### src/ptp_pkg.sv
// Shared types, constants and a helper function for the proof table probe block.
package ptp_pkg;

    localparam int INDEX_BITS  = 16;
    localparam int PROBE_SPAN  = 8;
    localparam int TABLE_DEPTH = (1 << INDEX_BITS) + 1 + PROBE_SPAN;
    localparam int ADDR_W      = $clog2(TABLE_DEPTH);
    localparam int STEP_W      = (PROBE_SPAN > 1) ? $clog2(PROBE_SPAN) : 1;

    localparam int KEY_W    = 64;
    localparam int HAND_W   = 21;
    localparam int TAG_W    = KEY_W - HAND_W;
    localparam int NUM_W    = 23;
    localparam int NODES_W  = 48;
    localparam int OFFSET_W = 8;
    localparam int PIECES   = 7;

    localparam logic [NUM_W-1:0] NUM_INF = 23'h7fffff;

    // Bit fields of the packed hand: pawn, lance, knight, silver, gold, bishop, rook.
    localparam logic [HAND_W-1:0] PIECE_FIELDS [PIECES] = '{
        21'h00001f, 21'h0000e0, 21'h000700, 21'h003800,
        21'h01c000, 21'h060000, 21'h180000
    };

    typedef enum logic [1:0] {
        HIT_MISS     = 2'd0,
        HIT_EXACT    = 2'd1,
        HIT_PROOF    = 2'd2,
        HIT_DISPROOF = 2'd3
    } hit_kind_t;

    typedef struct packed {
        logic                func;
        logic [KEY_W-1:0]    key;
        logic                side;
        logic [HAND_W-1:0]   hand;
        logic [16:0]         slot;
        logic [NUM_W-1:0]    phi_in;
        logic [NUM_W-1:0]    delta_in;
        logic [NODES_W-1:0]  nodes_in;
        logic [OFFSET_W-1:0] offset_in;
        logic                phi_loop_in;
        logic                delta_loop_in;
    } req_item_t;

    typedef struct packed {
        logic [1:0]          hit_kind;
        logic [NUM_W-1:0]    phi_out;
        logic [NUM_W-1:0]    delta_out;
        logic [NODES_W-1:0]  nodes_out;
        logic [HAND_W-1:0]   stored_hand;
        logic                phi_loop_out;
        logic                delta_loop_out;
    } rsp_item_t;

    // One table slot; a zero node count marks the slot empty.
    typedef struct packed {
        logic [TAG_W-1:0]    tag;
        logic [HAND_W-1:0]   hand;
        logic [OFFSET_W-1:0] offset;
        logic                phi_loop;
        logic                delta_loop;
        logic [NUM_W-1:0]    phi;
        logic [NUM_W-1:0]    delta;
        logic [NODES_W-1:0]  nodes;
    } entry_t;

    typedef struct packed {
        logic              we;
        logic [ADDR_W-1:0] addr;
        entry_t            wdata;
    } table_cmd_t;

    typedef struct packed {
        logic [TAG_W-1:0]  tag;
        logic [HAND_W-1:0] hand;
        logic              side;
        logic [STEP_W-1:0] step;
    } probe_ctx_t;

    typedef struct packed {
        logic      stop;
        hit_kind_t kind;
    } verdict_t;

    // True when every piece count in a is at least the count in b.
    function automatic logic covers(input logic [HAND_W-1:0] a, input logic [HAND_W-1:0] b);
        logic ok;
        ok = 1'b1;
        for (int i = 0; i < PIECES; i++)
        begin
            if ((a & PIECE_FIELDS[i]) < (b & PIECE_FIELDS[i]))
            begin
                ok = 1'b0;
            end
        end
        return ok;
    endfunction

endpackage

### src/ptp_match.sv
// Compare unit that judges one read slot against the probe.
module ptp_match (
    input  ptp_pkg::entry_t     entry,
    input  ptp_pkg::probe_ctx_t ctx,
    output ptp_pkg::verdict_t   verdict
);

    logic [ptp_pkg::OFFSET_W-1:0] step_ext;
    logic                         fwd;
    logic                         bwd;
    logic                         rel;
    logic                         is_proof;
    logic                         is_disproof;

    assign step_ext    = ptp_pkg::OFFSET_W'(ctx.step);
    assign fwd         = ptp_pkg::covers(ctx.hand, entry.hand);
    assign bwd         = ptp_pkg::covers(entry.hand, ctx.hand);
    // The dominance sense flips when the probed side is the second player.
    assign rel         = (fwd ? 1'b0 : 1'b1) ^ ctx.side;
    assign is_proof    = (entry.phi == '0) && (entry.delta == ptp_pkg::NUM_INF);
    assign is_disproof = (entry.phi == ptp_pkg::NUM_INF) && (entry.delta == '0);

    always_comb
    begin
        verdict.stop = 1'b0;
        verdict.kind = ptp_pkg::HIT_MISS;
        priority if (entry.nodes == '0)
        begin
            verdict.stop = 1'b1;
        end
        else if (entry.offset < step_ext)
        begin
            // An entry from a later home ends the cluster of this home.
            verdict.stop = 1'b1;
        end
        else if (entry.offset > step_ext || entry.tag != ctx.tag)
        begin
            verdict.stop = 1'b0;
        end
        else if (entry.hand == ctx.hand)
        begin
            verdict.stop = 1'b1;
            verdict.kind = ptp_pkg::HIT_EXACT;
        end
        else if ((fwd || bwd) && !rel && is_proof)
        begin
            verdict.stop = 1'b1;
            verdict.kind = ptp_pkg::HIT_PROOF;
        end
        else if ((fwd || bwd) && rel && is_disproof)
        begin
            verdict.stop = 1'b1;
            verdict.kind = ptp_pkg::HIT_DISPROOF;
        end
        else
        begin
            verdict.stop = 1'b0;
        end
    end

endmodule

### config.mk
export PLATFORM = sky130hd
export DESIGN_NAME = ptp_match
export DESIGN_NICKNAME = d
export VERILOG_FILES = /design/src/ptp_pkg.sv /design/src/ptp_match.sv
export SDC_FILE = /design/constraint.sdc
export NUM_CORES = 1
export LEC_CHECK = 0
export BUFFER_PORTS_ARGS = -buffer_cell sky130_fd_sc_hd__buf_4
export CAP_MARGIN = 20
export CORE_AREA = 4 4 91 93
export DETAILED_ROUTE_END_ITERATION = 8
export DIE_AREA = 0 0 95 97
export PLACE_DENSITY = 0.71
export SYNTH_ARGS = -nofsm -noshare
export SYNTH_HDL_FRONTEND = slang
export SYNTH_SLANG_ARGS = --single-unit
export TNS_END_PERCENT = 1
### constraint.sdc
create_clock -name vclk -period 4
set_input_delay 0.8 -clock vclk [all_inputs]
set_output_delay 0.8 -clock vclk [all_outputs]
set_load 0.01 [all_outputs]
=== Word-level counts from Yosys, hierarchy flattened ===
Index checks and enable logic that the tools add are counted.
W data, S select, Z words.

* Add/sub/neg operators: 0
* $mul: 0
* Divide/modulo/power cells: 0
* Order comparisons: 16
* Equal/unequal tests: 4
* Shifts and indexed selects: 0
* Muxes and demuxes: 25
* Bitwise gates (word level): 1
* Reduce and logical (&&, ||, !) cells: 12

{| class="wikitable"
|+ Operator list
! operator !! number
|-
| $logic_not A48 Y1 || 1
|-
| $eq A23 B23 Y1 const B || 2
|-
| $logic_not A23 Y1 || 2
|-
| $ne A43 B43 Y1 || 1
|-
| $lt A21 B21 Y1 || 2
|-
| $lt A19 B19 Y1 || 2
|-
| $lt A17 B17 Y1 || 2
|-
| $lt A14 B14 Y1 || 2
|-
| $lt A11 B11 Y1 || 2
|-
| $eq A21 B21 Y1 || 1
|-
| $mux W1 || 19
|-
| $lt A8 B8 Y1 || 2
|-
| $lt A5 B5 Y1 || 2
|-
| $gt A8 B3 Y1 || 1
|-
| $lt A8 B3 Y1 || 1
|-
| $mux W2 || 4
|-
| $logic_and A1 B1 Y1 || 6
|-
| $mux W3 || 2
|-
| $logic_or A1 B1 Y1 || 2
|-
| $logic_not A1 Y1 || 1
|-
| $xor A1 B1 Y1 || 1
|}

* Register bits: 0
* Latch bits: 0
* Memory bits (writable): 0
* Memory bits (read-only): 0
* Output and inout port bits: 3
* Logic and storage cells: 58
* Memories: 0

=== Logic depth before layout (Yosys ltp) ===
Gate-level depths: netlist (run 1).

* Depth after elaboration: 18
* Depth in mapped cells: 9
* Gate-level depth less buffers: 9

=== Worst setup path before layout (run 1) ===
No wires, ideal clock.

* Path kind: input to output
* From: input port entry[61] (netlist bit)
* To: output port verdict[1] (netlist bit)
* Data arrival time: 2.643 ns
* Slack: 0.557 ns
* Stages on the path: 7
* Path buffers: 0
* Path through: or4b_1 > or4_1 > nor3_2 > nand2_1 > a211o_1 > nand2_1 > and3b_1

{| class="wikitable"
|+ RTL lines
! element !! line !! RTL
|-
| start: declaration || ptp_match.sv:3 || <nowiki>input ptp_pkg::entry_t entry,</nowiki>
|-
| end: declaration || ptp_match.sv:5 || <nowiki>output ptp_pkg::verdict_t verdict</nowiki>
|}

==> results by group, run 1 <==
Outcome
  • Status: finished clean

Die
  • Core footprint: 7530 um^2
  • Rows: 32
  • Total die area: 9220 um^2
  • Initial Util: 20.3%
  • Io pins: 239
  • Horiz. Die Dim: 95 um
  • Die Y: 97 um

Detailed routing
  • Average via count per standard cell: 4.60
  • Routed Antenna Nets: 0
  • DR WL/cell: 14.0 um
  • 1st-iter DRT viols: 67
  • Remaining routing DRC violations: 0
  • Drt first pass iters: 4
  • Detailed-route via count: 2,556
  • WL final: 7.76 mm

Timing
  • Worst Tran Pin Value: 450 ps
  • Slew headroom: 69.7%
  • Final setup TNS: 0 ps
  • Fmax: 265 MHz
  • Fin. Hold Viols: 0
  • Period minus WS final: 3780 ps
  • RSZ-0062 raised after global routing: no
  • Endpoints failing setup: 0
  • Fin. max-slew vios: 0
  • Tcrit/Tclk final: 94.5%

Cells and area
  • Synth-to-Final Area Change: 125%
  • FFs & Latches: 0
  • Total Nets Final: 716
  • CLK BUF: 0
  • Finished Cell Area: 3430 um^2
  • Core Util, Final: 45.6%
  • Diode count: 0
  • Commonest non-fill, non-tap cell in the layout: buf_4
  • Most frequent cells in the layout: 237 x buf_4, 31 x nor4_1, 27 x xor2_1, 26 x inv_1, 24 x ha_1
  • Register area: 0 um^2
  • Layout cells sized above 1: 52.4%

Worst hold path
  • Min-Delay Endpoint: verdict[0]
  • WHS Path Cells: 5
  • HP Class: input pin to primary output
  • HP Start: ctx[3]

Worst setup path
  • Data arrival, critical path: 2980 ps
  • Crit Path Max Fanout: 3
  • Worst path required time: 3200 ps
  • Crit path launch type: input pin
  • CP Capture Type: primary output
  • Crit path kind: input pin to primary output
  • Critical Path Start: entry[58]

Power
  • Cell Pwr Density: 87.2 nW/um^2
  • Max rail drop VDD: 0.0465 mV
  • P_leak: 1.77 nW

Placed design
  • Dpl cell area: 3430 um^2
  • # port buffers: 237
  • HPWL Detailed: 7.50 mm
  • Routability congestion estimate: 0.884

Synth
  • Synth unique cells: 30
  • Post-synthesis cell area: 1530 um^2
  • Synth Instances: 217
  • Syn nets: 477
  • Seq/Total Area, Yosys: 0%
  • Number of synthesis warnings: 0
  • Syn avg cell area: 7.03 um^2

Job
  • Maxcap violations: 0

GRT
  • Global-route wire length before repair: 11.8 mm
  • Initial antenna violation count: 0
  • Vias in the first global route: 2,766
  • Pin count of the biggest net entering global routing: 5
  • Grt ovf: 0
  • All-Layer GR Usage: 15.5%

CTS
  • Post-CTS Hold Fix Bufs: 0
  • Post-cts resize count: 0
  • Setup repair bufs after CTS: 0
[kinds of logic (layout without fill, tap and decap cells)]
group                    after synthesis  count (layout)  synth area share (%)
AND/OR/NAND/NOR                       97              97                  37.7
XOR/XNOR                              43              43                  24.7
AO/OA/AOI/OAI                         27              27                  11.6
buffers and inverters                 26             263                  6.40
adder cells (fa/ha/maj)               24              24                  19.7
[power breakdown]
group          internal, mW  total (mW)  switching (mW)
Combinational         0.199       0.299          0.0999
Sequential                0           0               0
Clock                     0           0               0
[area by class of cell]
type                            instances  area, um^2
Fill cell                             762        4100
Inverter                               26        97.6
Multi-Input combinational cell        191        1430
Tap cell                              102         128
Timing Repair Buffer                  237        1780
[stage by stage]
step / instances / worst slack, ps / hold WS [ps] / power, mW
after CTS: 556 / 231 / 2120 / 0.302
after global routing: 556 / 135 / 2160 / 0.330
final: 556 / 221 / 2110 / 0.299
after floorplan: 217 / 557 / 1850 / 0.0918
after detailed placement: 556 / 230 / 2110 / 0.301
after global placement: 556 / 273 / 2100 / 0.292
[routing by layer]
layer	GRT usage, %	routed length [um]
met1	16.0	2760
met2	32.0	4270
met3	2.72	626
met4	1.78	105
met5	0	0
[worst max path at each step]
stage | to | slack (ps) | depth (start not counted)
CTS | verdict[1] | 230 | 9
detailed placement | verdict[1] | 230 | 9
global route | verdict[1] | 130 | 9
floorplan | verdict[1] | 560 | 7
finish | verdict[1] | 220 | 9
global placement | verdict[1] | 270 | 9
[critical path, cell delays in order]
cell	delay, ps
buf_4	110
or4_1	510
or4_1	540
nor3_2	250
nand2_1	100
a211o_1	310
nand2_1	60
and3b_1	160
buf_4	120
[synthesized netlist by cell type]
cell type	instances	area, um^2
nand2b_1	1	6.26
a21oi_1	6	30.0
nand4b_1	1	8.76
xor2_1	27	236
nand4_1	23	144
o21a_1	1	7.51
a221o_1	1	10.0
a21boi_0	1	7.51
or4_1	4	30.0
a211oi_1	3	22.5
nor3_2	1	10.0
nor2b_1	3	18.8
nor4_1	31	194
nor3_1	5	25.0
or4b_1	1	10.0
nand3b_1	2	15.0
and3b_1	1	8.76
nand2_1	14	52.6
a211o_1	2	17.5
nor2_1	1	3.75
o31ai_1	1	7.51
o211ai_1	2	15.0
o22ai_1	1	6.26
a21o_1	3	22.5
and3_1	2	12.5
inv_1	26	97.6
xnor2_1	16	140
nand3_1	7	35.0
o21ai_0	6	30.0
ha_1	24	300
No activity file was read; power rests on OpenSTA's default activity.
==> inputs of run 2 (changes only) <==
ABC_AREA = 1   (was not set)
PLACE_DENSITY = 0.78   (was 0.71)
==> run 2 against run 1 <==
Compared with the run above: power grew 18%; cell area is 15% higher; final cell count grew 26%; die area is the same; count of clock-buffer cells in the layout stayed put; sequential cell count stayed put; synthesized area rose by 33%; critical path depth increased by 3; combinational power rose by 18%; first-iteration DRC count decreased by 69%; highest routed layer unchanged.
==> results by group, run 2 <==
Synth
  • Leading area contributor after synthesis: ha_1
  • Post-synthesis cell area: 2030 um^2
  • Yosys top cell area share: 14.8%
  • Syn avg cell area: 5.60 um^2
  • Synth Instances: 363
  • Syn nets: 623
  • Area contributors post-synth: ha_1 15%, nand2_1 13%, nor2_1 12%
  • Most frequent cell after synthesis: nand2_1
  • Seq/Total Area, Yosys: 0%
  • Number of synthesis warnings: 0
  • Synth unique cells: 28
  • Top post-synthesis cells by count: 72 x nand2_1, 63 x nor2_1, 56 x inv_1

Timing
  • Endpoints failing setup: 0
  • Slew headroom: 76.2%
  • Worst Tran Pin Value: 353 ps
  • Fin. Hold Viols: 0
  • RSZ-0062 raised after global routing: no
  • Hold slack final: 2130 ps
  • Fin. max-slew vios: 0
  • Tcrit/Tclk final: 78.9%
  • Final setup TNS: 0 ps
  • Period minus WS final: 3160 ps
  • Fmax: 317 MHz

GRT
  • GRT busiest layer: met2
  • Routing usage on met2: 35.4%
  • Routing usage on met1: 17.3%
  • All-Layer GR Usage: 17.0%
  • GR met3 Demand/Resource: 2.49%
  • Initial antenna violation count: 0
  • Vias in the first global route: 3,249
  • Global-route wire length before repair: 13.1 mm
  • Grt ovf: 0
  • Pin count of the biggest net entering global routing: 6

Cells and area
  • CLK BUF: 0
  • Total Nets Final: 862
  • Non-Filler Instances: 702
  • FFs & Latches: 0
  • Commonest non-fill, non-tap cell in the layout: buf_4
  • Layout cells sized above 1: 44.3%
  • Diode count: 0
  • Register area: 0 um^2
  • Layout fillers: 728
  • Finished Cell Area: 3940 um^2
  • Most frequent cells in the layout: 237 x buf_4, 72 x nand2_1, 63 x nor2_1, 56 x inv_1, 24 x ha_1
  • Synth-to-Final Area Change: 93.8%

Detailed routing
  • Drt first pass iters: 4
  • WL final: 8.54 mm
  • 1st-iter DRT viols: 21
  • Average via count per standard cell: 4.47
  • Remaining routing DRC violations: 0
  • Routed Antenna Nets: 0
  • Detailed-route via count: 3,140
  • DR WL/cell: 12.2 um

Job
  • Maxcap violations: 0

CTS
  • Post-CTS Hold Fix Bufs: 0
  • Post-cts resize count: 0
  • Setup repair bufs after CTS: 0

Die
  • Rows: 32
  • Total die area: 9220 um^2
  • Die Y: 97 um
  • Io pins: 239
  • Horiz. Die Dim: 95 um
  • Initial Util: 27.0%
  • Core footprint: 7530 um^2

Power
  • Max rail drop VDD: 0.0419 mV
  • P_leak: 2.15 nW
  • Cell Pwr Density: 89.8 nW/um^2

Placed design
  • # port buffers: 237
  • Routability congestion estimate: 0.841
  • Dpl cell area: 3940 um^2
  • Total placed cells including tap cells: 702
  • HPWL Detailed: 8.21 mm

Worst setup path
  • Crit path launch type: input pin
  • Data arrival, critical path: 2360 ps
  • CP Capture Type: primary output
  • Crit path kind: input pin to primary output
  • Crit Path Max Fanout: 5
  • Worst path required time: 3200 ps

Outcome
  • Status: finished clean

Worst hold path
  • HP Class: input pin to primary output
run 2: cell types whose count changed after synthesis, sizes merged, moves of 9 or more:
cell,before,now
nor4,31,12
nand2,14,86
nand3,7,18
xor2,27,18
nor2,1,65
inv,26,60
run 2: report_power, final:
part	switching, mW	leakage, nW	internal, mW	total (mW)
clock network	0	0	0	0
logic	0.139	2.15	0.215	0.354
registers	0	0	0	0
run 2: final cells by class:
cell class | instances | area (um^2) | share of cell area, %
inverters | 62 | 233 | 5.91
well taps | 102 | 128 | 3.24
multi-input cells | 301 | 1800 | 45.7
repair buffers | 237 | 1780 | 45.2
run 2: final timing paths:
path | startpoint | endpoint | slack [ps] | cells after the start
worst max-delay path | entry[114] | verdict[0] | 840 | 12
worst min-delay path | ctx[3] | verdict[1] | 2130 | 6
run 2: cell families after synthesis:
logic type / after synthesis / synth area share [%]
buf+inv: 62 / 11.4
fa+ha+maj: 24 / 14.8
xor+xnor: 40 / 17.2
compound gates: 15 / 4.37
simple gates: 222 / 52.2
run 2: critical path: stages:
cell	delay (ps)
buf_4	110
ha_1	300
a21oi_1	160
nand2_1	100
nand2_2	70
nand2_2	60
nor2_4	140
nand3_4	100
nand2_1	110
nand3b_2	120
a21oi_2	160
buf_4	140
run 2: per-stage QoR:
| step | setup WS, ps | power, mW | util [%] |
|---|---|---|---|
| 2_1_floorplan | 1180 | 0.140 | - |
| 3_3_place_gp | 857 | 0.344 | 52.3 |
| 3_5_place_dp | 828 | 0.356 | 52.3 |
| 4_1_cts | 819 | 0.357 | 52.3 |
| 5_1_grt | 567 | 0.395 | 52.3 |
| 6_report | 843 | 0.354 | 52.3 |
run 2: layer usage:
metal	share of wire [%]	up-vias
met4	1.7	0
met3	8.7	12
met1	35	1345
met5	0	-
met2	54	136
li1	-	1647
