--- src/ptp_pkg.sv ---
// Shared types, constants and a helper function for the proof table probe block.
package ptp_pkg;

    localparam int INDEX_BITS  = 16;
    localparam int PROBE_SPAN  = 8;
    localparam int TABLE_DEPTH = (1 << INDEX_BITS) + 1 + PROBE_SPAN;
    localparam int ADDR_W      = $clog2(TABLE_DEPTH);
    localparam int STEP_W      = (PROBE_SPAN > 1) ? $clog2(PROBE_SPAN) : 1;

    localparam int KEY_W    = 64;
    localparam int HAND_W   = 21;
    localparam int TAG_W    = KEY_W - HAND_W;
    localparam int NUM_W    = 23;
    localparam int NODES_W  = 48;
    localparam int OFFSET_W = 8;
    localparam int PIECES   = 7;

    localparam logic [NUM_W-1:0] NUM_INF = 23'h7fffff;

    // Bit fields of the packed hand: pawn, lance, knight, silver, gold, bishop, rook.
    localparam logic [HAND_W-1:0] PIECE_FIELDS [PIECES] = '{
        21'h00001f, 21'h0000e0, 21'h000700, 21'h003800,
        21'h01c000, 21'h060000, 21'h180000
    };

    typedef enum logic [1:0] {
        HIT_MISS     = 2'd0,
        HIT_EXACT    = 2'd1,
        HIT_PROOF    = 2'd2,
        HIT_DISPROOF = 2'd3
    } hit_kind_t;

    typedef struct packed {
        logic                func;
        logic [KEY_W-1:0]    key;
        logic                side;
        logic [HAND_W-1:0]   hand;
        logic [16:0]         slot;
        logic [NUM_W-1:0]    phi_in;
        logic [NUM_W-1:0]    delta_in;
        logic [NODES_W-1:0]  nodes_in;
        logic [OFFSET_W-1:0] offset_in;
        logic                phi_loop_in;
        logic                delta_loop_in;
    } req_item_t;

    typedef struct packed {
        logic [1:0]          hit_kind;
        logic [NUM_W-1:0]    phi_out;
        logic [NUM_W-1:0]    delta_out;
        logic [NODES_W-1:0]  nodes_out;
        logic [HAND_W-1:0]   stored_hand;
        logic                phi_loop_out;
        logic                delta_loop_out;
    } rsp_item_t;

    // One table slot; a zero node count marks the slot empty.
    typedef struct packed {
        logic [TAG_W-1:0]    tag;
        logic [HAND_W-1:0]   hand;
        logic [OFFSET_W-1:0] offset;
        logic                phi_loop;
        logic                delta_loop;
        logic [NUM_W-1:0]    phi;
        logic [NUM_W-1:0]    delta;
        logic [NODES_W-1:0]  nodes;
    } entry_t;

    typedef struct packed {
        logic              we;
        logic [ADDR_W-1:0] addr;
        entry_t            wdata;
    } table_cmd_t;

    typedef struct packed {
        logic [TAG_W-1:0]  tag;
        logic [HAND_W-1:0] hand;
        logic              side;
        logic [STEP_W-1:0] step;
    } probe_ctx_t;

    typedef struct packed {
        logic      stop;
        hit_kind_t kind;
    } verdict_t;

    // True when every piece count in a is at least the count in b.
    function automatic logic covers(input logic [HAND_W-1:0] a, input logic [HAND_W-1:0] b);
        logic ok;
        ok = 1'b1;
        for (int i = 0; i < PIECES; i++)
        begin
            if ((a & PIECE_FIELDS[i]) < (b & PIECE_FIELDS[i]))
            begin
                ok = 1'b0;
            end
        end
        return ok;
    endfunction

endpackage

--- src/ptp_seq.sv ---
// Sequencer: clearing pass, writes, the slot scan and the result register.
module ptp_seq (
    input  logic                 clk,
    input  logic                 rst_n,
    input  logic                 req_valid,
    output logic                 req_stall,
    input  ptp_pkg::req_item_t   req,
    output logic                 rsp_valid,
    input  logic                 rsp_stall,
    output ptp_pkg::rsp_item_t   rsp,
    input  logic                 cfg_write,
    input  logic                 cfg_data,
    output ptp_pkg::table_cmd_t  cmd,
    input  ptp_pkg::entry_t      rdata,
    output ptp_pkg::probe_ctx_t  ctx,
    input  ptp_pkg::verdict_t    verdict
);

    typedef enum logic [5:0] {
        ST_CLEAR = 6'b000001,
        ST_IDLE  = 6'b000010,
        ST_WRITE = 6'b000100,
        ST_READ  = 6'b001000,
        ST_EVAL  = 6'b010000,
        ST_DONE  = 6'b100000
    } seq_state_t;

    localparam logic [ptp_pkg::ADDR_W-1:0] LAST_SLOT = ptp_pkg::ADDR_W'(ptp_pkg::TABLE_DEPTH - 1);
    localparam logic [ptp_pkg::STEP_W-1:0] LAST_STEP = ptp_pkg::STEP_W'(ptp_pkg::PROBE_SPAN - 1);

    seq_state_t                        state_reg, state_next;
    logic [ptp_pkg::ADDR_W-1:0]        clr_idx_reg, clr_idx_next;
    logic                              or_side_reg, or_side_next;
    ptp_pkg::req_item_t                item_reg, item_next;
    logic [ptp_pkg::TAG_W-1:0]         tag_reg, tag_next;
    logic [ptp_pkg::INDEX_BITS-1:0]    home_reg, home_next;
    logic [ptp_pkg::STEP_W-1:0]        step_reg, step_next;
    ptp_pkg::rsp_item_t                res_reg, res_next;
    ptp_pkg::rsp_item_t                out_reg, out_next;
    logic                              out_valid_reg, out_valid_next;

    logic                              accept;
    logic [ptp_pkg::KEY_W-1:0]         keyc;
    logic                              out_free;
    ptp_pkg::rsp_item_t                hit_item;

    assign accept   = req_valid && !req_stall;
    assign out_free = !out_valid_reg || !rsp_stall;
    // Probe key is inverted when the probed side is not the OR side.
    assign keyc     = (req.side != or_side_reg) ? ~req.key : req.key;

    assign req_stall = (state_reg != ST_IDLE);
    assign rsp_valid = out_valid_reg;
    assign rsp       = out_reg;

    assign ctx.tag  = tag_reg;
    assign ctx.hand = item_reg.hand;
    assign ctx.side = item_reg.side;
    assign ctx.step = step_reg;

    always_comb
    begin
        hit_item.hit_kind       = verdict.kind;
        hit_item.phi_out        = rdata.phi;
        hit_item.delta_out      = rdata.delta;
        hit_item.nodes_out      = rdata.nodes;
        hit_item.stored_hand    = rdata.hand;
        hit_item.phi_loop_out   = rdata.phi_loop;
        hit_item.delta_loop_out = rdata.delta_loop;
    end

    always_comb
    begin
        cmd.we           = 1'b0;
        cmd.addr         = ptp_pkg::ADDR_W'(home_reg);
        cmd.wdata        = '0;
        unique case (state_reg)
            ST_CLEAR:
            begin
                cmd.we   = 1'b1;
                cmd.addr = clr_idx_reg;
            end
            ST_WRITE:
            begin
                cmd.we               = (item_reg.slot <= LAST_SLOT);
                cmd.addr             = item_reg.slot;
                cmd.wdata.tag        = item_reg.key[ptp_pkg::KEY_W-1:ptp_pkg::HAND_W];
                cmd.wdata.hand       = item_reg.hand;
                cmd.wdata.offset     = item_reg.offset_in;
                cmd.wdata.phi_loop   = item_reg.phi_loop_in;
                cmd.wdata.delta_loop = item_reg.delta_loop_in;
                cmd.wdata.phi        = item_reg.phi_in;
                cmd.wdata.delta      = item_reg.delta_in;
                cmd.wdata.nodes      = item_reg.nodes_in;
            end
            ST_EVAL:
            begin
                // Fetch the following slot while this one is judged.
                cmd.addr = ptp_pkg::ADDR_W'(home_reg) + ptp_pkg::ADDR_W'(step_reg)
                         + ptp_pkg::ADDR_W'(1);
            end
            ST_IDLE, ST_READ, ST_DONE:
            begin
                cmd.we = 1'b0;
            end
            default:
            begin
                cmd.we = 1'b0;
            end
        endcase
    end

    always_comb
    begin
        state_next     = state_reg;
        clr_idx_next   = clr_idx_reg;
        or_side_next   = cfg_write ? cfg_data : or_side_reg;
        item_next      = item_reg;
        tag_next       = tag_reg;
        home_next      = home_reg;
        step_next      = step_reg;
        res_next       = res_reg;
        out_next       = out_reg;
        out_valid_next = out_valid_reg && rsp_stall;

        unique case (state_reg)
            ST_CLEAR:
            begin
                clr_idx_next = clr_idx_reg + ptp_pkg::ADDR_W'(1);
                if (clr_idx_reg == LAST_SLOT)
                begin
                    state_next = ST_IDLE;
                end
            end
            ST_IDLE:
            begin
                if (accept)
                begin
                    item_next = req;
                    tag_next  = keyc[ptp_pkg::KEY_W-1:ptp_pkg::HAND_W];
                    home_next = keyc[ptp_pkg::INDEX_BITS-1:0];
                    step_next = '0;
                    state_next = req.func ? ST_READ : ST_WRITE;
                end
            end
            ST_WRITE:
            begin
                res_next   = '0;
                state_next = ST_DONE;
            end
            ST_READ:
            begin
                state_next = ST_EVAL;
            end
            ST_EVAL:
            begin
                if (verdict.stop)
                begin
                    res_next   = (verdict.kind == ptp_pkg::HIT_MISS) ? '0 : hit_item;
                    state_next = ST_DONE;
                end
                else if (step_reg == LAST_STEP)
                begin
                    res_next   = '0;
                    state_next = ST_DONE;
                end
                else
                begin
                    step_next = step_reg + ptp_pkg::STEP_W'(1);
                end
            end
            ST_DONE:
            begin
                if (out_free)
                begin
                    out_next       = res_reg;
                    out_valid_next = 1'b1;
                    state_next     = ST_IDLE;
                end
            end
            default:
            begin
                state_next = ST_IDLE;
            end
        endcase
    end

    always_ff @(posedge clk or negedge rst_n)
    begin
        if (!rst_n)
        begin
            state_reg     <= ST_CLEAR;
            clr_idx_reg   <= '0;
            or_side_reg   <= 1'b0;
            out_valid_reg <= 1'b0;
        end
        else
        begin
            state_reg     <= state_next;
            clr_idx_reg   <= clr_idx_next;
            or_side_reg   <= or_side_next;
            out_valid_reg <= out_valid_next;
        end
    end

    always_ff @(posedge clk)
    begin
        item_reg <= item_next;
        tag_reg  <= tag_next;
        home_reg <= home_next;
        step_reg <= step_next;
        res_reg  <= res_next;
        out_reg  <= out_next;
    end

endmodule

--- config.mk ---
export PLATFORM = sky130hd
export DESIGN_NAME = ptp_seq
export DESIGN_NICKNAME = d
export VERILOG_FILES = /design/src/ptp_pkg.sv /design/src/ptp_seq.sv
export SDC_FILE = /design/constraint.sdc
export NUM_CORES = 1
export LEC_CHECK = 0
export BUFFER_PORTS_ARGS = -buffer_cell sky130_fd_sc_hd__buf_2
export CORE_AREA = 5 5 289 291
export DETAILED_ROUTE_END_ITERATION = 8
export DIE_AREA = 0 0 294 296
export GPL_TIMING_DRIVEN = 0
export PLACE_DENSITY_LB_ADDON = 0.1
export SYNTH_ARGS = -nofsm -noshare
export SYNTH_HDL_FRONTEND = slang
export SYNTH_SLANG_ARGS = --single-unit
--- constraint.sdc ---
create_clock -name clk -period 16.3 [get_ports clk]
set_input_delay 2.445 -clock clk [delete_from_list [all_inputs] [get_ports clk]]
set_output_delay 2.445 -clock clk [all_outputs]
set_load 0.005 [all_outputs]
# After elaboration in Yosys (flattened, before gate mapping)
# Index checks and enable logic that the tools add are counted.
[word_totals]
ramBits = 0
n_memories = 0
regBits = 532
latch_bits = 0
romBits = 0
word_cells = 88
[classes]
n_bitwise = 1
multipliers = 0
order_cmp = 1
reduce_logical = 14
shifts = 0
n_div = 0
n_eq_ne = 16
n_addsub = 4
n_mux = 21
[ops]
columns = ["cell", "count"]
rows = [
  ["$mux W119", 3],
  ["$pmux W119 S2", 1],
  ["$mux W168", 1],
  ["$mux W64", 1],
  ["$not A64 Y64", 1],
  ["$pmux W17 S3", 1],
  ["$pmux W6 S6", 1],
  ["$add A17 B1 Y17 const B", 2],
  ["$mux W6", 5],
  ["$add A16 B3 Y17", 1],
  ["$eq A17 B17 Y1 const B", 1],
  ["$le A17 B17 Y1 const B", 1],
  ["$ne A2 B2 Y1 const B", 5],
  ["$mux W3", 3],
  ["$reduce_and A4 Y1", 2],
  ["$eq A6 B1 Y1 const B", 1],
  ["$eq A6 B2 Y1 const B", 1],
  ["$eq A6 B3 Y1 const B", 1],
  ["$eq A6 B4 Y1 const B", 1],
  ["$eq A6 B5 Y1 const B", 1],
  ["$eq A6 B6 Y1 const B", 1],
  ["$ne A6 B2 Y1 const B", 1],
  ["$pmux W3 S2", 1],
  ["$reduce_and A2 Y1", 3],
  ["12 further kinds", 17],
]

# Logic depth before layout (Yosys ltp)
# Gate-level depths: netlist of the first run.
[depth]
ltp_word = 5
ltp_mapped = 9
mapped_depth_nobuf = 9

# Worst setup path after synthesis of the first run
# No wires, ideal clock.
[synth_timing]
kind = "input to register"
startpoint = "in rsp_stall"
endpoint = "reg out_reg (netlist bit rsp[0]), enable pin"
t_arrival_ps = 8198
path_slack_ps = 7466
stages = 1
setup_ps = 636
cell_sequence = "a21oi_1"
[synth_via]
elab_chain_cells = 3
[synth_rtl]
columns = ["item", "line_no", "rtl"]
rows = [
  ["start: declaration", "ptp_seq.sv:9", "input logic rsp_stall,"],
  ["$logic_not A1 Y1", "ptp_seq.sv:48", "assign out_free = !out_valid_reg || !rsp_stall;"],
  ["$logic_or A1 B1 Y1", "ptp_seq.sv:48", ""],
  ["$reduce_and A2 Y1 (no source line)", "--", ""],
  ["end signal: assignment", "ptp_seq.sv:213", "out_reg <= out_next;"],
  ["end: declaration", "ptp_seq.sv:39", "ptp_pkg::rsp_item_t out_reg, out_next;"],
]
# Every way passes these cells.
# A chain may end at the register's enable or synchronous reset.

==> results of run 1 <==
## cells in the final DEF (no fill, tap or decap), types with 3 or more instances in the layout
| cell | netlist | final |
|---|---|---|
| xnor2_1 | 68 | 68 |
| inv_1 | 11 | 10 |
| nor3_1 | 5 | 5 |
| nand2_1 | 22 | 22 |
| buf_12 | 0 | 3 |
| clkinv_2 | 0 | 15 |
| o211ai_1 | 6 | 6 |
| clkbuf_1 | 36 | 50 |
| and3_1 | 7 | 7 |
| nor2_1 | 17 | 17 |
| xor2_1 | 17 | 17 |
| diode_2 | 0 | 9 |
| buf_4 | 22 | 22 |
| dfrtp_1 | 24 | 24 |
| ha_1 | 8 | 8 |
| and2_1 | 290 | 290 |
| o21ai_0 | 16 | 16 |
| nand3_1 | 15 | 15 |
| clkbuf_16 | 0 | 61 |
| buf_2 | 8 | 711 |
| a22oi_1 | 6 | 6 |
| nand4_1 | 7 | 7 |
| a222oi_1 | 10 | 10 |
| nor2b_1 | 4 | 4 |
| bufinv_16 | 0 | 5 |
| nand2b_1 | 3 | 3 |
| a21oi_1 | 5 | 4 |
| buf_16 | 0 | 6 |
| clkinv_1 | 0 | 14 |
| nor4_1 | 5 | 5 |
| edfxtp_1 | 486 | 486 |
| nor4b_1 | 4 | 4 |
## kinds of logic after synthesis
kind of cell	Yosys count	share of synthesized area
DFF	511	0.789
and+or+nand+nor	393	0.124
xor gates and xnor gates	85	0.0386
adders and majority gates	9	0.00622
muxes	1	0.000583
AOI/OAI and AO/OA	54	0.0207
buffers and inverters	80	0.0209
## report_power, final
| group | switching [uW] | internal, uW |
|---|---|---|
| Combinational | 287 | 176 |
| Sequential | 61.3 | 1680 |
| Clock | 536 | 760 |
| Total | 884 | 2620 |
## per-layer routing
metal | vias up | part of all wire | wire length [um] | global-route usage
met1 | 5962 | 0.36 | 24100 | 0.161
met5 | - | 0.0016 | 106 | 0
met3 | 121 | 0.11 | 7410 | 0.0671
met4 | 16 | 0.023 | 1530 | 0.0378
li1 | 5639 | - | - | -
met2 | 562 | 0.50 | 33200 | 0.251
## through the flow
step	std cells	setup slack (ns)	area (um^2)	util	hold slack [ns]
finish	3025	10.55	26300	0.328	0.412
CTS	3016	10.20	26300	0.327	0.411
detailed placement	2905	10.89	24400	0.304	0.405
floorplan	1133	7.47	19300	-	0.400
global route	3020	10.23	26300	0.327	0.422
global placement	2896	3.71	24100	0.301	0.401
## cell type report
cell class / count / share of cell area
Sequential cell: 511 / 0.579
Timing Repair Buffer: 712 / 0.142
Multi-Input combinational cell: 542 / 0.140
Clock buffer: 75 / 0.0600
Tap cell: 1060 / 0.0504
Buffer: 69 / 0.0137
Clock inverter: 36 / 0.0117
Inverter: 11 / 0.00186
Antenna cell: 9 / 0.000856
## final timing paths
path | end | slack (ns)
worst max-delay path | cmd[160] | 10.55
worst min-delay path | rsp[95] | 0.41
worst max register to register | item_reg[47] | 13.23
worst min register to register | rsp[95] | 0.41
max in group asynchronous | clr_idx_reg[12] | 13.99
min in group asynchronous | or_side_reg | 1.86
## critical path: stages, from the launching register on
cell	delay [ns]
dfrtp_1	0.43
nor4_1	0.35
and3_1	0.23
clkbuf_2	0.25
clkbuf_1	0.95
and2_1	0.30
buf_2	0.17
==> results.tsv, run 1 <==
metric	value	unit
setup_viol	0	
max_cap_violations	0	
power-per-cell-area	133	nW/um^2
grt_max_degree	128	
synthesis.nets	1527	
dp_hpwl	51.3	mm
multiInputGateArea	3690	um^2
firstDrtPassIters	5	
status	complete, no violations	
max_slew_margin	0.165	
synth_top_area_frac	0.756	
p_total	3500	uW
synth_top_flop_cell	edfxtp_1	
clock_path_buffers	3	
drt-wirelength-per-cell	21.9	um
clk_pin_slew_worst_paths	0.06	ns
ios	760	
peakVddDrop	0.101	mV
ys_types	52	
regToRegStartpoint	state_reg[3]	
synth.most_common_cell	edfxtp_1	
num_rows	104	
finalHoldViolCount	0	
die_width	294	um
r2r_cells	6	
drc	0	
yosysSeqAreaShare	0.789	
synth_area_leaders	edfxtp_1 (76%), and2_1 (9.4%), dfrtp_1 (3.1%)	
maxSlewViolCount	0	
ant_nets	0	
cts_hold_buf	0	
globalRouteTotalUtil	0.144	
synth_area	19300	um^2
clkSinkCount	511	
hp-class	reg -> reg	
cts_tree	done	
initial_core_util	0.240	
critical_path_class	reg -> out	
period_needed	5.75	ns
die_h	296	um
endpoint_kind	output pin	
drive_gt1_frac	0.430	
cts_resized	0	
place_congestion	0.795	
clockRootBuffer	clkbuf_16	
register_area	15200	um^2
avgSynthCellArea	17.0	um^2
gr-total-overflow	0	
insertion_delay	0.62	ns
fmax	0.174	GHz
synthArstFlopShare	0.0489	
cp_data_required_time	13.86	ns
arrival	3.30	ns
period_share	0.353	
yosysTopAreaCell	edfxtp_1	
drt_iter0_markers	639	
nNetsFinal	2300	
syn-instance-count	1133	
ys_ff_latch	511	
grt_pass1_vias	13000	
rsz0062_at_grt	no	
grt_pass1_wl	92.8	mm
cts_buffers	59	
synthToLayoutAreaGrowth	36.3	%
design.core.area	80300	um^2
synth_enable_flop_cells	486	
p_leak	0.0106	uW
htree_levels	2	
synthTopCellsByCount	edfxtp_1 (486), and2_1 (290), xnor2_1 (68)	
hold_start	res_reg[95]	
grt_antenna_before_repair	30	
start_kind	register	
vias_per_cell	4.07	
wirelength	66.3	mm
largest_reg_flops	164	
cp_max_fo	10	
skew	0.0200	ns
dieArea	87000	um^2
yosysWarnings	0	
io_buffers	703	
crit_start	state_reg[1]	
num_vias	12300	
setup_tns	0	ns
fillers	8039	
worstMarginPinSlew	1.25	ns
cts_setup_buffers	0	
worstHoldPathCells	0	
Power figures use the tool's default switching activity.
==> run 2, diff against run 1 <==
Settings changed: ABC_AREA set to 1, CORE_AREA 5 5 289 291 to 5 5 295 297, DIE_AREA 0 0 294 296 to 0 0 300 302.
Clock period 16.3 ns to 5.4 ns, I/O delays scaled along.
==> run 2 against run 1 <==
Net effect:
- worst hold slack lost 0.16 ns
- largest cell class unchanged
- sequential share of layout area shrank 1.9 points
- clock power grew to 3.0 times the previous value
- highest routed layer unchanged
==> results.tsv, run 2 <==
metric	value	unit	change
synth_area_leaders	edfxtp_1 (73%), inv_1 (6.4%), nor2_1 (5.8%)		was edfxtp_1 (76%), and2_1 (9.4%), dfrtp_1 (3.1%)
drc	0		unchanged
cp_max_fo	10		unchanged
gr-total-overflow	0		unchanged
fmax	0.228	GHz	
clockRootBuffer	clkbuf_16		unchanged
cts_resized	0		unchanged
grt_pass1_vias	14400		was 13000
final_common_cell	buf_2		unchanged
grt_max_degree	90		was 128
endpoint_kind	output pin		unchanged
finalWorstSetupSlack	1.01	ns	was 10.55 ns
io_buffers	703		unchanged
skew	0.0167	ns	was 0.0200 ns
yosys.area_share.simple	0.112		was 0.124
wirelength	66.6	mm	was 66.3 mm
synth-compound-area-share	0.00922		was 0.0207
avgSynthCellArea	12.8	um^2	was 17.0 um^2
drt-wirelength-per-cell	19.0	um	was 21.9 um
register_area	15200	um^2	unchanged
final_cell_mix	buf_2 (720), edfxtp_1 (486), inv_1 (341)		was buf_2 (711), edfxtp_1 (486), and2_1 (290)
clk_pin_slew_worst_paths	0.06	ns	about the same
cp_data_required_time	4.59	ns	was 13.86 ns
r2r_cells	6		unchanged
peakVddDrop	0.227	mV	was 0.101 mV
vias_per_cell	3.96		was 4.07
max_cap_violations	0		unchanged
dp_hpwl	52.6	mm	was 51.3 mm
num_vias	13900		was 12300
firstDrtPassIters	4		was 5
finalHoldViolCount	0		unchanged
holdWs	0.252	ns	was 0.412 ns
synthTopCellsByCount	edfxtp_1 (486), inv_1 (342), nor2_1 (310)		was edfxtp_1 (486), and2_1 (290), xnor2_1 (68)
max_slew_margin	0.368		was 0.165
ys_types	36		was 52
die_width	300	um	was 294 um
start_kind	register		unchanged
maxSlewViolCount	0		unchanged
dp_slack	1.38	ns	was 10.89 ns
arrival	3.58	ns	was 3.30 ns
yosysSeqAreaShare	0.758		was 0.789
yosysTopAreaCell	edfxtp_1		unchanged
p_total	12200	uW	was 3500 uW
fillers	8749		was 8039
nNetsFinal	2746		was 2300
placed_cell_area	25300	um^2	was 24400 um^2
status	complete, no violations		unchanged
reg2reg_slack	2.56	ns	was 13.23 ns
insertion_delay	0.61	ns	was 0.62 ns
synth_xor_area_frac	0.0310		was 0.0386
synthToLayoutAreaGrowth	35.5	%	was 36.3%
ys_ff_latch	511		unchanged
largest_reg_flops	164		unchanged
initial_core_util	0.238		was 0.240
clkSinkCount	511		unchanged
critical_path_class	reg -> out		unchanged
yosysWarnings	0		unchanged
path_cells	nor2_1 > nand3_1 > clkbuf_1 > clkbuf_1 > nor2_1 > buf_2		was nor4_1 > and3_1 > clkbuf_2 > clkbuf_1 > and2_1 > buf_2
cpPeakStageDelay	0.77	ns	was 0.95 ns
multiInputGateArea	3200	um^2	was 3690 um^2
cts_buffers	59		unchanged
design.core.area	84300	um^2	was 80300 um^2
stdcell_area	27200	um^2	was 26300 um^2
period_share	0.813		
synth_mux_area_frac	0.000561		was 0.000584
synth.most_common_cell	edfxtp_1		unchanged
power-per-cell-area	449	nW/um^2	was 133 nW/um^2
period_needed	4.39	ns	
htree_levels	2		unchanged
place_congestion	0.822		was 0.795
hp-class	in -> async		was reg -> reg
synth_area	20100	um^2	was 19300 um^2
grt_pass1_wl	94.3	mm	was 92.8 mm
synth_top_area_frac	0.727		was 0.756
p_leak	0.0123	uW	was 0.0106 uW
cp_slowest_cell	clkbuf_1		unchanged
drive_gt1_frac	0.369		was 0.430
synthArstFlopShare	0.0489		unchanged
rsz0062_at_grt	no		unchanged
num_rows	107		was 104
synth_top_flop_cell	edfxtp_1		unchanged
syn-instance-count	1573		was 1133
r2r-end	res_reg[61]		was item_reg[47]
ant_nets	0		unchanged
setup_viol	0		unchanged
clock_path_buffers	3		unchanged
synth_fa_ha_area_frac	0.00598		was 0.00622
synth_top_family_by_area	simple AND/OR/NAND/NOR gates		unchanged
worstMarginPinSlew	0.948	ns	was 1.25 ns
cts_tree	done		unchanged
die_h	302	um	was 296 um
drt_iter0_markers	825		was 639
synthesis.nets	1967		was 1527
ios	760		unchanged
cts_hold_buf	0		unchanged
regToRegStartpoint	state_reg[5]		was state_reg[3]
synth_enable_flop_cells	486		unchanged
dieArea	90600	um^2	was 87000 um^2
cts_setup_buffers	0		unchanged
globalRouteTotalUtil	0.139		was 0.144
grt_antenna_before_repair	31		was 30
[run 2: metrics by stage]
stage                     setup TNS (ns)  instances   util
after global routing                   0       3498  0.322
after floorplan                        0       1573      -
after CTS                              0       3491  0.322
after global placement           -578.78       3366  0.296
final                                  0       3507  0.323
after detailed placement               0       3381  0.300
[run 2: worst max path at each step]
stage	cells past startpoint	slack [ns]	to	from
after global routing	6	0.66	cmd[80]	state_reg[0]
after floorplan	2	0.49	ctx[10]	req_valid
final	6	1.01	cmd[85]	state_reg[0]
after global placement	3	-1.54	item_reg[84]	req_valid
after CTS	6	0.67	cmd[80]	state_reg[0]
after detailed placement	6	1.38	cmd[80]	state_reg[0]
[run 2: kinds of logic (layout without fill, tap and decap cells)]
logic type                 count (synthesis)  count (layout)
xor gates and xnor gates                  71              71
other                                      0              16
muxes                                      1               1
and+or+nand+nor                          538             538
buffers and inverters                    411            1239
adders and majority gates                  9               9
DFF                                      511             511
AOI/OAI and AO/OA                         32              32
[run 2: worst max-delay path: cells and delay by family (launching register included)]
kind	cells	cell delay, ns
buffers and inverters	3	1.60
and+or+nand+nor	3	0.83
DFF	1	0.54
[run 2: metal layers]
metal	GRT usage	wire [um]	part of all wire	vias up
met1	0.159	25500	0.38	6571
met2	0.229	31200	0.47	566
met4	0.0470	2120	0.032	22
met3	0.0667	7670	0.12	125
li1	-	-	-	6600
met5	0	139	0.0021	-
[run 2: power breakdown]
group          leakage, uW  switching, uW  internal [uW]
sequential         0.00483            291           5550
clock             0.000904           1630           2230
combinational      0.00655           1610            908
total               0.0123           3530           8690
[run 2: final cells by class]
type	instances	share of cell area
multi-input combinational	651	0.118
sequential	511	0.559
buffer	65	0.0139
clock buffer	75	0.0576
antenna	16	0.00147
clock inverter	35	0.0103
timing repair buffer	718	0.142
inverter	346	0.0479
tap	1090	0.0501
